==> config.mk <==
export PLATFORM = sky130hd
export DESIGN_NAME = db_handshake_field_extractor_unit_flat
export DESIGN_NICKNAME = d
export VERILOG_FILES = /design/src/design/dbfe_pkg.sv /design/src/design/dbfe_channels.sv /design/src/design/dbfe_parse.sv /design/src/design/dbfe_fifo.sv /design/src/design/db_handshake_field_extractor_unit.sv /design/src/flat_wrapper.sv
export SDC_FILE = /design/constraint.sdc
export NUM_CORES = 1
export LEC_CHECK = 0
export ABC_CLOCK_PERIOD_IN_PS = 8150
export BUFFER_PORTS_ARGS = -buffer_cell sky130_fd_sc_hd__buf_2
export CAP_MARGIN = 40
export CORE_ASPECT_RATIO = 1.75
export CORE_UTILIZATION = 63
export DETAILED_ROUTE_END_ITERATION = 7
export PLACE_DENSITY = 0.79
export SETUP_SLACK_MARGIN = 0.2
export SYNTH_ARGS = -nofsm -noshare
export SYNTH_HDL_FRONTEND = slang
export SYNTH_HIERARCHICAL = 1
export SYNTH_SLANG_ARGS = --single-unit
==> constraint.sdc <==
create_clock -name clk -period 8.15 [get_ports clk]
set_input_delay 1.2225 -clock clk [delete_from_list [all_inputs] [get_ports clk]]
set_output_delay 1.2225 -clock clk [all_outputs]
set_load 0.01 [all_outputs]
==> src/design/dbfe_pkg.sv <==
package dbfe_pkg;

  localparam int unsigned VERSION_MAX_CHARS_DEF = 127;

  localparam logic [7:0]  GREETING_PROTO = 8'h0a;
  localparam logic [3:0]  CONNID_BYTES   = 4'd4;
  localparam logic [3:0]  SKIP_BYTES     = 4'd9;
  localparam logic [3:0]  CAPS_BYTES     = 4'd2;
  localparam logic [24:0] HEADER_BYTES   = 25'd4;
  localparam logic [15:0] POS_MAX        = 16'hffff;

  localparam logic [15:0] HC_PORT_RST    = 16'd3306;
  localparam logic [15:0] LEN_MARGIN_RST = 16'd32;

  localparam int unsigned CFG_IDX_W  = 1;
  localparam int unsigned CFG_DATA_W = 16;
  localparam logic [CFG_IDX_W-1:0] CFG_HC_PORT    = 1'b0;
  localparam logic [CFG_IDX_W-1:0] CFG_LEN_MARGIN = 1'b1;

  localparam logic [2:0] KIND_LENGTH   = 3'd0;
  localparam logic [2:0] KIND_SEQUENCE = 3'd1;
  localparam logic [2:0] KIND_PROTOCOL = 3'd2;
  localparam logic [2:0] KIND_VER_CHAR = 3'd3;
  localparam logic [2:0] KIND_VER_END  = 3'd4;
  localparam logic [2:0] KIND_CONN_ID  = 3'd5;
  localparam logic [2:0] KIND_CAPS     = 3'd6;
  localparam logic [2:0] KIND_VERDICT  = 3'd7;

  localparam logic [31:0] VERDICT_NONE = 32'd0;
  localparam logic [31:0] VERDICT_LOW  = 32'd1;
  localparam logic [31:0] VERDICT_HIGH = 32'd2;

  typedef enum logic [6:0] {
    PH_HEADER  = 7'b0000001,
    PH_PROTO   = 7'b0000010,
    PH_VERSION = 7'b0000100,
    PH_CONNID  = 7'b0001000,
    PH_SKIP    = 7'b0010000,
    PH_CAPS    = 7'b0100000,
    PH_DONE    = 7'b1000000
  } phase_t;

  typedef struct packed {
    logic [2:0]  kind;
    logic [31:0] value;
    logic        last;
  } rec_t;

  typedef struct packed {
    logic v0;
    rec_t r0;
    logic v1;
    rec_t r1;
  } push_t;

  typedef struct packed {
    logic [15:0] hc_port;
    logic [15:0] len_margin;
  } cfg_t;

endpackage

==> src/design/dbfe_channels.sv <==
interface dbfe_in_if;
  logic        valid;
  logic        ready;
  logic [7:0]  data_byte;
  logic        first_byte;
  logic        last_byte;
  logic [15:0] seg_port;
  logic        is_tcp;

  modport source (output valid, data_byte, first_byte, last_byte, seg_port, is_tcp,
                  input ready);
  modport sink (input valid, data_byte, first_byte, last_byte, seg_port, is_tcp,
                output ready);
endinterface

interface dbfe_out_if;
  logic        valid;
  logic        ready;
  logic [2:0]  record_kind;
  logic [31:0] record_value;
  logic        last_of_run;

  modport source (output valid, record_kind, record_value, last_of_run, input ready);
  modport sink (input valid, record_kind, record_value, last_of_run, output ready);
endinterface

==> src/design/dbfe_parse.sv <==
module dbfe_parse #(
  parameter int unsigned VERSION_MAX_CHARS = dbfe_pkg::VERSION_MAX_CHARS_DEF
) (
  input  logic           clk,
  input  logic           rst_n,
  dbfe_in_if.sink        in_chan,
  input  dbfe_pkg::cfg_t cfg,
  input  logic           space_ok,
  output dbfe_pkg::push_t push
);
  import dbfe_pkg::*;

  localparam int unsigned CNT_W = $clog2(VERSION_MAX_CHARS + 1);
  localparam logic [CNT_W-1:0] CNT_MAX = CNT_W'(VERSION_MAX_CHARS);

  logic        in_valid_r;
  logic        in_valid_nxt;
  logic [7:0]  byte_r;
  logic        first_r;
  logic        last_r;
  logic [15:0] port_in_r;
  logic        tcp_in_r;
  logic        consume;

  logic [15:0]      pos_r, pos_cur, pos_nxt;
  phase_t           phase_r, phase_cur, phase_nxt;
  logic [23:0]      dlen_r, dlen_cur, dlen_nxt;
  logic [7:0]       seq_r, seq_cur, seq_nxt;
  logic             vok_r, vok_cur, vok_nxt;
  logic [CNT_W-1:0] vcnt_r, vcnt_cur, vcnt_nxt;
  logic [3:0]       off_r, off_cur, off_nxt, off_inc;
  logic [31:0]      shift_r, shift_cur, shift_nxt;
  logic [15:0]      lport_r, lport_nxt;
  logic             ltcp_r, ltcp_nxt;

  logic        field_v;
  logic [2:0]  field_kind;
  logic [31:0] field_value;
  logic        len_ok;
  logic [31:0] verdict;
  rec_t        field_rec;
  rec_t        verdict_rec;

  assign consume       = in_valid_r && space_ok;
  assign in_chan.ready = !in_valid_r || space_ok;
  assign in_valid_nxt  = (in_chan.valid && in_chan.ready) || (in_valid_r && !space_ok);

  always_ff @(posedge clk) begin
    if (!rst_n) begin
      in_valid_r <= 1'b0;
    end else begin
      in_valid_r <= in_valid_nxt;
    end
  end

  always_ff @(posedge clk) begin
    if (in_chan.valid && in_chan.ready) begin
      byte_r    <= in_chan.data_byte;
      first_r   <= in_chan.first_byte;
      last_r    <= in_chan.last_byte;
      port_in_r <= in_chan.seg_port;
      tcp_in_r  <= in_chan.is_tcp;
    end
  end

  always_comb begin
    pos_cur   = pos_r;
    phase_cur = phase_r;
    dlen_cur  = dlen_r;
    seq_cur   = seq_r;
    vok_cur   = vok_r;
    vcnt_cur  = vcnt_r;
    off_cur   = off_r;
    shift_cur = shift_r;
    lport_nxt = lport_r;
    ltcp_nxt  = ltcp_r;
    if (first_r) begin
      pos_cur   = '0;
      phase_cur = PH_HEADER;
      dlen_cur  = '0;
      seq_cur   = '0;
      vok_cur   = 1'b0;
      vcnt_cur  = '0;
      off_cur   = '0;
      shift_cur = '0;
      lport_nxt = port_in_r;
      ltcp_nxt  = tcp_in_r;
    end

    phase_nxt   = phase_cur;
    dlen_nxt    = dlen_cur;
    seq_nxt     = seq_cur;
    vok_nxt     = vok_cur;
    vcnt_nxt    = vcnt_cur;
    off_nxt     = off_cur;
    shift_nxt   = shift_cur;
    off_inc     = off_cur + 4'd1;
    field_v     = 1'b0;
    field_kind  = KIND_LENGTH;
    field_value = '0;

    case (phase_cur)
      PH_HEADER: begin
        if (pos_cur < 16'd3) begin
          dlen_nxt[{pos_cur[1:0], 3'b000} +: 8] = byte_r;
          if (pos_cur == 16'd2) begin
            field_v     = 1'b1;
            field_kind  = KIND_LENGTH;
            field_value = {8'h00, dlen_nxt};
          end
        end else begin
          seq_nxt     = byte_r;
          field_v     = 1'b1;
          field_kind  = KIND_SEQUENCE;
          field_value = {24'h0, byte_r};
          phase_nxt   = PH_PROTO;
        end
      end
      PH_PROTO: begin
        if (byte_r == GREETING_PROTO) begin
          vok_nxt     = 1'b1;
          field_v     = 1'b1;
          field_kind  = KIND_PROTOCOL;
          field_value = {24'h0, byte_r};
          phase_nxt   = PH_VERSION;
        end else begin
          phase_nxt = PH_DONE;
        end
      end
      PH_VERSION: begin
        if (byte_r == 8'h00) begin
          field_v     = 1'b1;
          field_kind  = KIND_VER_END;
          field_value = 32'(vcnt_cur);
          phase_nxt   = PH_CONNID;
          off_nxt     = '0;
          shift_nxt   = '0;
        end else if (vcnt_cur < CNT_MAX) begin
          field_v     = 1'b1;
          field_kind  = KIND_VER_CHAR;
          field_value = {24'h0, byte_r};
          vcnt_nxt    = vcnt_cur + CNT_W'(1);
        end
      end
      PH_CONNID: begin
        shift_nxt[{off_cur[1:0], 3'b000} +: 8] =
          shift_cur[{off_cur[1:0], 3'b000} +: 8] | byte_r;
        off_nxt = off_inc;
        if (off_inc >= CONNID_BYTES) begin
          field_v     = 1'b1;
          field_kind  = KIND_CONN_ID;
          field_value = shift_nxt;
          phase_nxt   = PH_SKIP;
          off_nxt     = '0;
        end
      end
      PH_SKIP: begin
        off_nxt = off_inc;
        if (off_inc >= SKIP_BYTES) begin
          phase_nxt = PH_CAPS;
          off_nxt   = '0;
          shift_nxt = '0;
        end
      end
      PH_CAPS: begin
        shift_nxt[{1'b0, off_cur[0], 3'b000} +: 8] =
          shift_cur[{1'b0, off_cur[0], 3'b000} +: 8] | byte_r;
        off_nxt = off_inc;
        if (off_inc >= CAPS_BYTES) begin
          field_v     = 1'b1;
          field_kind  = KIND_CAPS;
          field_value = {16'h0, shift_nxt[15:0]};
          phase_nxt   = PH_DONE;
          off_nxt     = '0;
        end
      end
      default: begin
        phase_nxt = phase_cur;
      end
    endcase

    pos_nxt = (pos_cur != POS_MAX) ? pos_cur + 16'd1 : pos_cur;

    len_ok  = ({1'b0, dlen_nxt} + HEADER_BYTES) <= (25'(pos_nxt) + 25'(cfg.len_margin));
    verdict = VERDICT_NONE;
    if (ltcp_nxt && vok_nxt && (seq_nxt == 8'h00) && len_ok) begin
      verdict = (lport_nxt == cfg.hc_port) ? VERDICT_HIGH : VERDICT_LOW;
    end

    field_rec   = '{kind: field_kind, value: field_value, last: !last_r};
    verdict_rec = '{kind: KIND_VERDICT, value: verdict, last: 1'b1};

    if (field_v) begin
      push = '{v0: consume, r0: field_rec, v1: consume && last_r, r1: verdict_rec};
    end else begin
      push = '{v0: consume && last_r, r0: verdict_rec, v1: 1'b0, r1: verdict_rec};
    end
  end

  always_ff @(posedge clk) begin
    if (!rst_n) begin
      pos_r   <= '0;
      phase_r <= PH_HEADER;
      dlen_r  <= '0;
      seq_r   <= '0;
      vok_r   <= 1'b0;
      vcnt_r  <= '0;
      off_r   <= '0;
      shift_r <= '0;
      lport_r <= '0;
      ltcp_r  <= 1'b0;
    end else if (consume) begin
      pos_r   <= pos_nxt;
      phase_r <= phase_nxt;
      dlen_r  <= dlen_nxt;
      seq_r   <= seq_nxt;
      vok_r   <= vok_nxt;
      vcnt_r  <= vcnt_nxt;
      off_r   <= off_nxt;
      shift_r <= shift_nxt;
      lport_r <= lport_nxt;
      ltcp_r  <= ltcp_nxt;
    end
  end

endmodule

==> src/design/dbfe_fifo.sv <==
module dbfe_fifo (
  input  logic            clk,
  input  logic            rst_n,
  input  dbfe_pkg::push_t push,
  output logic            space_ok,
  dbfe_out_if.source      out_chan
);
  import dbfe_pkg::*;

  rec_t       mem_r [4];
  logic [1:0] wr_ptr_r, wr_ptr_nxt;
  logic [1:0] rd_ptr_r, rd_ptr_nxt;
  logic [2:0] count_r, count_nxt;
  logic       pop;
  logic [2:0] push_n;

  assign space_ok = count_r <= 3'd2;
  assign pop      = out_chan.valid && out_chan.ready;
  assign push_n   = {2'b00, push.v0} + {2'b00, push.v1};

  assign wr_ptr_nxt = wr_ptr_r + push_n[1:0];
  assign rd_ptr_nxt = rd_ptr_r + {1'b0, pop};
  assign count_nxt  = count_r + push_n - {2'b00, pop};

  assign out_chan.valid        = count_r != 3'd0;
  assign out_chan.record_kind  = mem_r[rd_ptr_r].kind;
  assign out_chan.record_value = mem_r[rd_ptr_r].value;
  assign out_chan.last_of_run  = mem_r[rd_ptr_r].last;

  always_ff @(posedge clk) begin
    if (!rst_n) begin
      wr_ptr_r <= '0;
      rd_ptr_r <= '0;
      count_r  <= '0;
    end else begin
      wr_ptr_r <= wr_ptr_nxt;
      rd_ptr_r <= rd_ptr_nxt;
      count_r  <= count_nxt;
    end
  end

  always_ff @(posedge clk) begin
    if (push.v0) begin
      mem_r[wr_ptr_r] <= push.r0;
    end
    if (push.v1) begin
      mem_r[wr_ptr_r + 2'd1] <= push.r1;
    end
  end

endmodule

==> src/design/db_handshake_field_extractor_unit.sv <==
// Accepted bytes pass the input register into a four-entry result queue, one byte
// per cycle while the queue has room for two records. A byte that completes a field
// and is also the last byte gives two records, drained one per cycle while out_chan
// is ready. Reset: synchronous on rst_n low; configuration returns to port 3306 and
// margin 32, the parse state clears and the input stage and result queue empty.
module db_handshake_field_extractor_unit #(
  parameter int unsigned VERSION_MAX_CHARS = dbfe_pkg::VERSION_MAX_CHARS_DEF
) (
  input  logic                           clk,
  input  logic                           rst_n,
  dbfe_in_if.sink                        in_chan,
  dbfe_out_if.source                     out_chan,
  input  logic                           cfg_we,
  input  logic [dbfe_pkg::CFG_IDX_W-1:0] cfg_index,
  input  logic [dbfe_pkg::CFG_DATA_W-1:0] cfg_data
);
  import dbfe_pkg::*;

  cfg_t  cfg_r;
  push_t push;
  logic  space_ok;

  always_ff @(posedge clk) begin
    if (!rst_n) begin
      cfg_r.hc_port    <= HC_PORT_RST;
      cfg_r.len_margin <= LEN_MARGIN_RST;
    end else if (cfg_we) begin
      case (cfg_index)
        CFG_HC_PORT:    cfg_r.hc_port    <= cfg_data;
        CFG_LEN_MARGIN: cfg_r.len_margin <= cfg_data;
        default:        cfg_r            <= cfg_r;
      endcase
    end
  end

  dbfe_parse #(
    .VERSION_MAX_CHARS(VERSION_MAX_CHARS)
  ) u_parse (
    .clk      (clk),
    .rst_n    (rst_n),
    .in_chan  (in_chan),
    .cfg      (cfg_r),
    .space_ok (space_ok),
    .push     (push)
  );

  dbfe_fifo u_fifo (
    .clk      (clk),
    .rst_n    (rst_n),
    .push     (push),
    .space_ok (space_ok),
    .out_chan (out_chan)
  );

endmodule

==> src/flat_wrapper.sv <==
// flat-port wrapper written by rule: the top's interface ports become plain ports
module db_handshake_field_extractor_unit_flat import dbfe_pkg::*;
#(
  parameter int unsigned VERSION_MAX_CHARS = dbfe_pkg::VERSION_MAX_CHARS_DEF
)
  (clk, rst_n, cfg_we, cfg_index, cfg_data, in_chan_valid, in_chan_data_byte, in_chan_first_byte, in_chan_last_byte, in_chan_seg_port, in_chan_is_tcp, in_chan_ready, out_chan_valid, out_chan_record_kind, out_chan_record_value, out_chan_last_of_run, out_chan_ready);
  dbfe_in_if in_chan_i ();
  dbfe_out_if out_chan_i ();
  input  logic clk;
  input  logic rst_n;
  input  logic cfg_we;
  input  logic [dbfe_pkg::CFG_IDX_W-1:0] cfg_index;
  input  logic [dbfe_pkg::CFG_DATA_W-1:0] cfg_data;
  input wire logic [$bits(in_chan_i.valid)-1:0] in_chan_valid;
  input wire logic [$bits(in_chan_i.data_byte)-1:0] in_chan_data_byte;
  input wire logic [$bits(in_chan_i.first_byte)-1:0] in_chan_first_byte;
  input wire logic [$bits(in_chan_i.last_byte)-1:0] in_chan_last_byte;
  input wire logic [$bits(in_chan_i.seg_port)-1:0] in_chan_seg_port;
  input wire logic [$bits(in_chan_i.is_tcp)-1:0] in_chan_is_tcp;
  output wire logic [$bits(in_chan_i.ready)-1:0] in_chan_ready;
  output wire logic [$bits(out_chan_i.valid)-1:0] out_chan_valid;
  output wire logic [$bits(out_chan_i.record_kind)-1:0] out_chan_record_kind;
  output wire logic [$bits(out_chan_i.record_value)-1:0] out_chan_record_value;
  output wire logic [$bits(out_chan_i.last_of_run)-1:0] out_chan_last_of_run;
  input wire logic [$bits(out_chan_i.ready)-1:0] out_chan_ready;
  assign in_chan_i.valid = in_chan_valid;
  assign in_chan_i.data_byte = in_chan_data_byte;
  assign in_chan_i.first_byte = in_chan_first_byte;
  assign in_chan_i.last_byte = in_chan_last_byte;
  assign in_chan_i.seg_port = in_chan_seg_port;
  assign in_chan_i.is_tcp = in_chan_is_tcp;
  assign in_chan_ready = in_chan_i.ready;
  assign out_chan_valid = out_chan_i.valid;
  assign out_chan_record_kind = out_chan_i.record_kind;
  assign out_chan_record_value = out_chan_i.record_value;
  assign out_chan_last_of_run = out_chan_i.last_of_run;
  assign out_chan_i.ready = out_chan_ready;
  db_handshake_field_extractor_unit #(.VERSION_MAX_CHARS(VERSION_MAX_CHARS)) u_core (.clk(clk), .rst_n(rst_n), .in_chan(in_chan_i), .out_chan(out_chan_i), .cfg_we(cfg_we), .cfg_index(cfg_index), .cfg_data(cfg_data));
endmodule
# == Word level (Yosys, flattened, before mapping) ==
# Memories as Yosys holds them, arrays and structs flattened. A register that Yosys moved wholly into a read port is not among the register bits.
# Cells that the tools add are included.
# word_totals
n_memories,1
ff_bits,183
ram_bits,144
output_inout_bits,38
elab_cells,151
# op_classes
n_mux,69
n_shift,8
n_eq_ne,10
n_addsub,14
reduce_logical,18
order_cmp,7
bitwise,3
# memory_table
name,depth,word_bits,rd,rd_clocked_by_memory_dff,write_ports,line,source
u_core.u_fifo.mem_r,4,36,1,1,2,dbfe_fifo.sv:10,rec_t mem_r [4];
# op_table
op,n
two-way mux 32 bit,5
case mux 32 bit (5 select lines),1
case mux 32 bit (4 select lines),1
two-way mux 24 bit,4
two-way mux 7 bit,11
two-way mux 74 bit,1
bitwise mux 32 bit,2
two-way mux 16 bit,4
"variable shift 8 x 7 -> 32 bit, first input constant",2
variable part select 8 x 7 -> 32 bit,2
two-way mux 8 bit,6
case mux 7 bit (6 select lines),1
variable part select 32 x 5 -> 8 bit,1
variable part select 32 x 6 -> 8 bit,1
"adder 24 x 3 -> 25 bit, second input constant",1
less-or-equal comparator 25 x 17 -> 1 bit,1
bitwise mux 24 bit,1
"variable shift 8 x 7 -> 24 bit, first input constant",1
variable part select 8 x 7 -> 24 bit,1
two-way mux 4 bit,5
adder 16 x 16 -> 17 bit,1
"adder 16 x 1 -> 16 bit, second input constant",1
equality test 16 bit,1
"equality test 16 x 2 -> 1 bit, second input constant",1
other kinds (38),73

# == Depth between registers and ports, before layout ==
# depth
ltp_word,14
ltp_mapped,32

# == By module ==
# Netlist, hierarchy kept.
# modules_own_cells
mod,cells_each,n_inst,seq_area_each_um2,area_each_um2
dbfe_parse,1374,1,3153.0,10695.3
dbfe_fifo,392,1,4464.3,7706.1
db_handshake_field_extractor_unit,133,1,640.6,1253.7

# == Worst setup path before layout ==
# No wires, ideal clock.
# synth_timing
kind,register to register
startpoint,register u_core.u_parse.first_r
endpoint,"memory u_core/u_fifo/mem_r[0][1] (netlist name), data pin"
n_path_buf,3
path_stages_with_launch,33
path_slack_ps,1612
arrival_ps,6408
synth_period_minus_slack_ps,6538
required_time_ps,8021
cell_sequence,edfxtp_1 -> buf_2 -> nand2b_1 -> buf_2 -> inv_2 -> clkbuf_1 -> ha_1 -> nand4b_1 -> nor2b_1 -> nand3_1 -> xnor2_1 -> ha_1 -> fa_1 -> a21o_1 -> a21oi_1 -> nor2b_1 -> o21a_1 -> o22ai_1 -> o2111a_1 -> nor3_1 -> a311o_1 -> xnor2_1 -> ha_1 -> a21o_1 -> a21oi_1 -> nor2b_1 -> o22a_1 -> a2111oi_0 -> nand4_1 -> nor4_1 -> and4_1 -> o21a_1 -> mux2_2
# synth_lines
item,line,source
from (decl),dbfe_parse.sv:19,logic first_r;
from (signal assigned),dbfe_parse.sv:59,first_r <= in_chan.first_byte;
to (decl),dbfe_fifo.sv:10,

==> impl_metrics.py <==
metrics = {
    "cts": {
        "clockBufferDepth": 3,
        "cts_tree": "built",
        "cts.sinks": 327,
        "clock_latency_ns": 0.61,
        "numCtsBuffers": 30,
        "path_clk_slew_ns": 0.07,
        "clock-root-buffer": "clkbuf_16",
        "htree_levels": 1,
    },
    "sta": {
        "worst_pin_slew_ns": 0.9457,
        "rsz0062_at_grt": "false",
        "finalCritPeriodShare_pct": 91.07,
        "hold_viol_final": 0,
        "slew_viol_final": 0,
        "period_needed_ns": 7.422,
        "max_clock_freq_ghz": 0.1347,
        "setup_tns_ns": 0,
        "max-slew-margin-rel_pct": 35.96,
        "fin_worst_skew_ns": 0.03725,
        "finalSetupViolations": 0,
    },
    "finish": {
        "mostFrequentLayoutCell": "nor2_1",
        "drive_gt1_share_pct": 20.25,
        "diodes": 0,
        "layout_common_cells": "nor2_1 (178), edfxtp_1 (171), dfxtp_1 (154)",
        "area_delta_synth_final_pct": 8.358,
        "register_area_sq_um": 8260,
        "final_util_pct": 69.29,
        "fillers": 2316,
        "finalInstanceArea_sq_um": 21300,
        "multi_input_area_sq_um": 10480,
        "nNetsFinal": 2036,
    },
    "placed_design": {
        "dp_hpwl_um": 37880,
        "gp_congestion": 0.9808,
        "port_buffers": 86,
        "place_area_sq_um": 20210,
    },
    "routing": {
        "num_vias": 15660,
        "avgViaCountPerCell": 6.674,
        "wirelength_um": 54520,
        "postRouteAntennaNets": 0,
        "avgRoutedWirePerCell_um": 23.23,
        "drtIter0Drc": 1460,
        "drtPass1Iterations": 6,
        "drc": 0,
    },
    "floorplanning": {
        "pin_count": 87,
        "die_area_sq_um": 31940,
        "fp.dieH_um": 235.7,
        "num_rows": 85,
        "start_util_pct": 63.95,
        "core_sq_um": 30740,
        "die_w_um": 135.5,
    },
    "logic_synthesis": {
        "ys_types": 88,
        "synthCells": 1899,
        "ys_ff_latch": 327,
        "synth_top_flop_cell": "edfxtp_1",
        "syn_avg_cell_area_sq_um": 10.35,
        "seq_area_frac_synth_pct": 42.01,
        "netlist_area_sq_um": 19660,
        "synthArstFlopShare_pct": 0,
        "synth_edf_count": 171,
        "yosysWarnings": 6,
    },
    "global_route": {
        "grt_pass1_vias": 15620,
        "grt_antenna_before_repair": 0,
        "grt_first_pass_wirelength_um": 85120,
        "grt.total_usage_pct": 34.81,
        "grt_overflow": 0,
        "grt_max_degree": 81,
    },
    "pwr": {
        "peakVddDrop_mv": 0.2337,
        "total_leakage_power_nw": 8.012,
        "p_per_area_nw_per_um2": 213.0,
    },
    "worst_setup_path": {
        "cpMaxStageDelayCell": "edfxtp_1",
        "crit_required_ns": 8.63,
        "worstSetupPathType": "reg -> reg",
        "worstPathArrival_ns": 7.91,
        "critPathMaxStageDelay_ns": 0.47,
        "path_max_fanout": 19,
        "cp-end-kind": "flop",
        "worst-path-buf-inv": 3,
        "crit_family": "compound AO/OA/AOI/OAI gates",
        "worstSetupStartpointType": "flop",
    },
    "hold_path": {
        "hold_path.class": "reg -> reg",
    },
    "job": {
        "maxCapViolCount": 0,
    },
    "run_status": {
        "run_status": "finished clean",
    },
}
[metrics by stage]
stage	total power [mW]	worst slack (ns)	hold slack, ns	cells
final	4.536	0.7279	0.4578	2347
after global routing	4.710	0.2093	0.4841	2347
after CTS	4.529	0.8415	0.4570	2345
after detailed placement	3.019	0.8844	0.4479	2289
after global placement	2.989	1.048	0.4405	2282
after floorplan	2.708	1.612	0.4357	1931
[report_power, final]
| group | internal, mW | switching [mW] | total (mW) |
|---|---|---|---|
| registers | 1.84 | 0.0705 | 1.91 |
| logic | 0.456 | 0.643 | 1.10 |
| clock network | 0.877 | 0.654 | 1.53 |
[area by class of cell]
| type | instances | share of cell area [%] |
|---|---|---|
| inverter | 36 | 0.6403 |
| clock buffer | 35 | 3.807 |
| tap | 391 | 2.297 |
| clock inverter | 21 | 1.216 |
| multi-input combinational | 1404 | 49.18 |
| timing repair buffer | 133 | 4.071 |
| sequential | 327 | 38.79 |
[registers in the layout, indices dropped and copies added (netlist names)]
register                   count
u_core/cfg_r                  32
u_core/u_parse/tcp_in_r        1
u_core/u_parse/vcnt_r          7
u_core/u_parse/shift_r        32
u_core/u_parse/seq_r           8
u_core/u_parse/first_r         1
u_core/u_parse/lport_r        16
u_core/u_parse/ltcp_r          1
u_core/u_parse/dlen_r         24
u_core/u_parse/off_r           4
u_core/u_parse/pos_r          16
u_core/u_parse/in_valid_r      1
u_core/u_fifo/count_r          3
u_core/u_parse/last_r          1
u_core/u_parse/vok_r           1
u_core/u_parse/phase_r         7
u_core/u_fifo/rd_ptr_r         2
u_core/u_parse/byte_r          8
u_core/u_parse/port_in_r      16
u_core/u_fifo/mem_r          144
u_core/u_fifo/wr_ptr_r         2
[final timing paths]
| kind | startpoint | end | slack [ns] | cells after the start |
|---|---|---|---|---|
| worst min register to register | u_core/u_parse/lport_r[6]$_SDFFE_PN0P_ | u_core/u_parse/lport_r[6]$_SDFFE_PN0P_ | 0.46 | 2 |
| worst max register to register | u_core/u_parse/first_r$_DFFE_PP_ | u_core/u_fifo/mem_r[0][1]$_DFFE_PP_ | 0.73 | 31 |
| worst max-delay path | u_core/u_parse/first_r$_DFFE_PP_ | u_core/u_fifo/mem_r[0][1]$_DFFE_PP_ | 0.73 | 31 |
| worst min-delay path | u_core/u_parse/lport_r[6]$_SDFFE_PN0P_ | u_core/u_parse/lport_r[6]$_SDFFE_PN0P_ | 0.46 | 2 |
[metal layers]
| layer | vias up | track usage, % | part of all wire (%) |
|---|---|---|---|
| li1 | 7123 | - | - |
| met1 | 7525 | 36.32 | 35 |
| met2 | 763 | 61.20 | 51 |
| met3 | 253 | 6.008 | 6.1 |
| met4 | 0 | 26.39 | 8.3 |
| met5 | - | 0 | 0 |
[worst register-to-register path: cells and delay by family (launching register included)]
family,cells,cell delay (ns)
buf+inv,3,0.72
fa+ha+maj,4,1.18
mux,1,0.17
flops,1,0.47
simple gates,10,1.75
compound gates,11,2.68
xor+xnor,2,0.38
[synth_stat cells (all sizes together), types with 15 or more instances]
library cell,count,area [sq um]
clkbuf,78,294.0
nor4,18,146.4
and2,19,118.9
o21ai,63,315.3
xnor2,46,402.9
mux2,150,1911
nor2b,26,170.2
buf,86,670.6
dfxtp,156,3123
edfxtp,171,5135
mux2i,47,470.5
nand4,19,118.9
a22oi,92,690.7
nand2b,17,106.4
nand3,30,162.7
o22ai,21,131.4
nand2,149,559.3
a21oi,106,530.5
xor2,21,183.9
o211ai,15,112.6
mux4,37,833.3
nor2,179,671.9
inv,35,131.4
a31oi,19,133.9
nor3,53,265.3
ha,53,663.1
[cells by family (layout without fill, tap and decap cells)]
family | count (synthesis) | count (layout) | share of synthesized area (%)
XOR/XNOR | 69 | 69 | 3.215
flip-flops | 327 | 327 | 42.01
buffers and inverters | 200 | 225 | 5.595
multiplexers | 234 | 234 | 16.35
AND/OR/NAND/NOR | 582 | 582 | 14.53
adder cells (fa/ha/maj) | 55 | 55 | 3.578
AO/OA/AOI/OAI | 430 | 430 | 14.67
other | 2 | 34 | 0.03821
[what timing repair did]
| item | in CTS | in global routing |
|---|---|---|
| resized for setup | 0 | 1 |
| setup buffers | 0 | 0 |
| setup endpoints to repair | 0 | 8 |
| hold buffers | 0 | 0 |
Power figures use the tool's default switching activity.
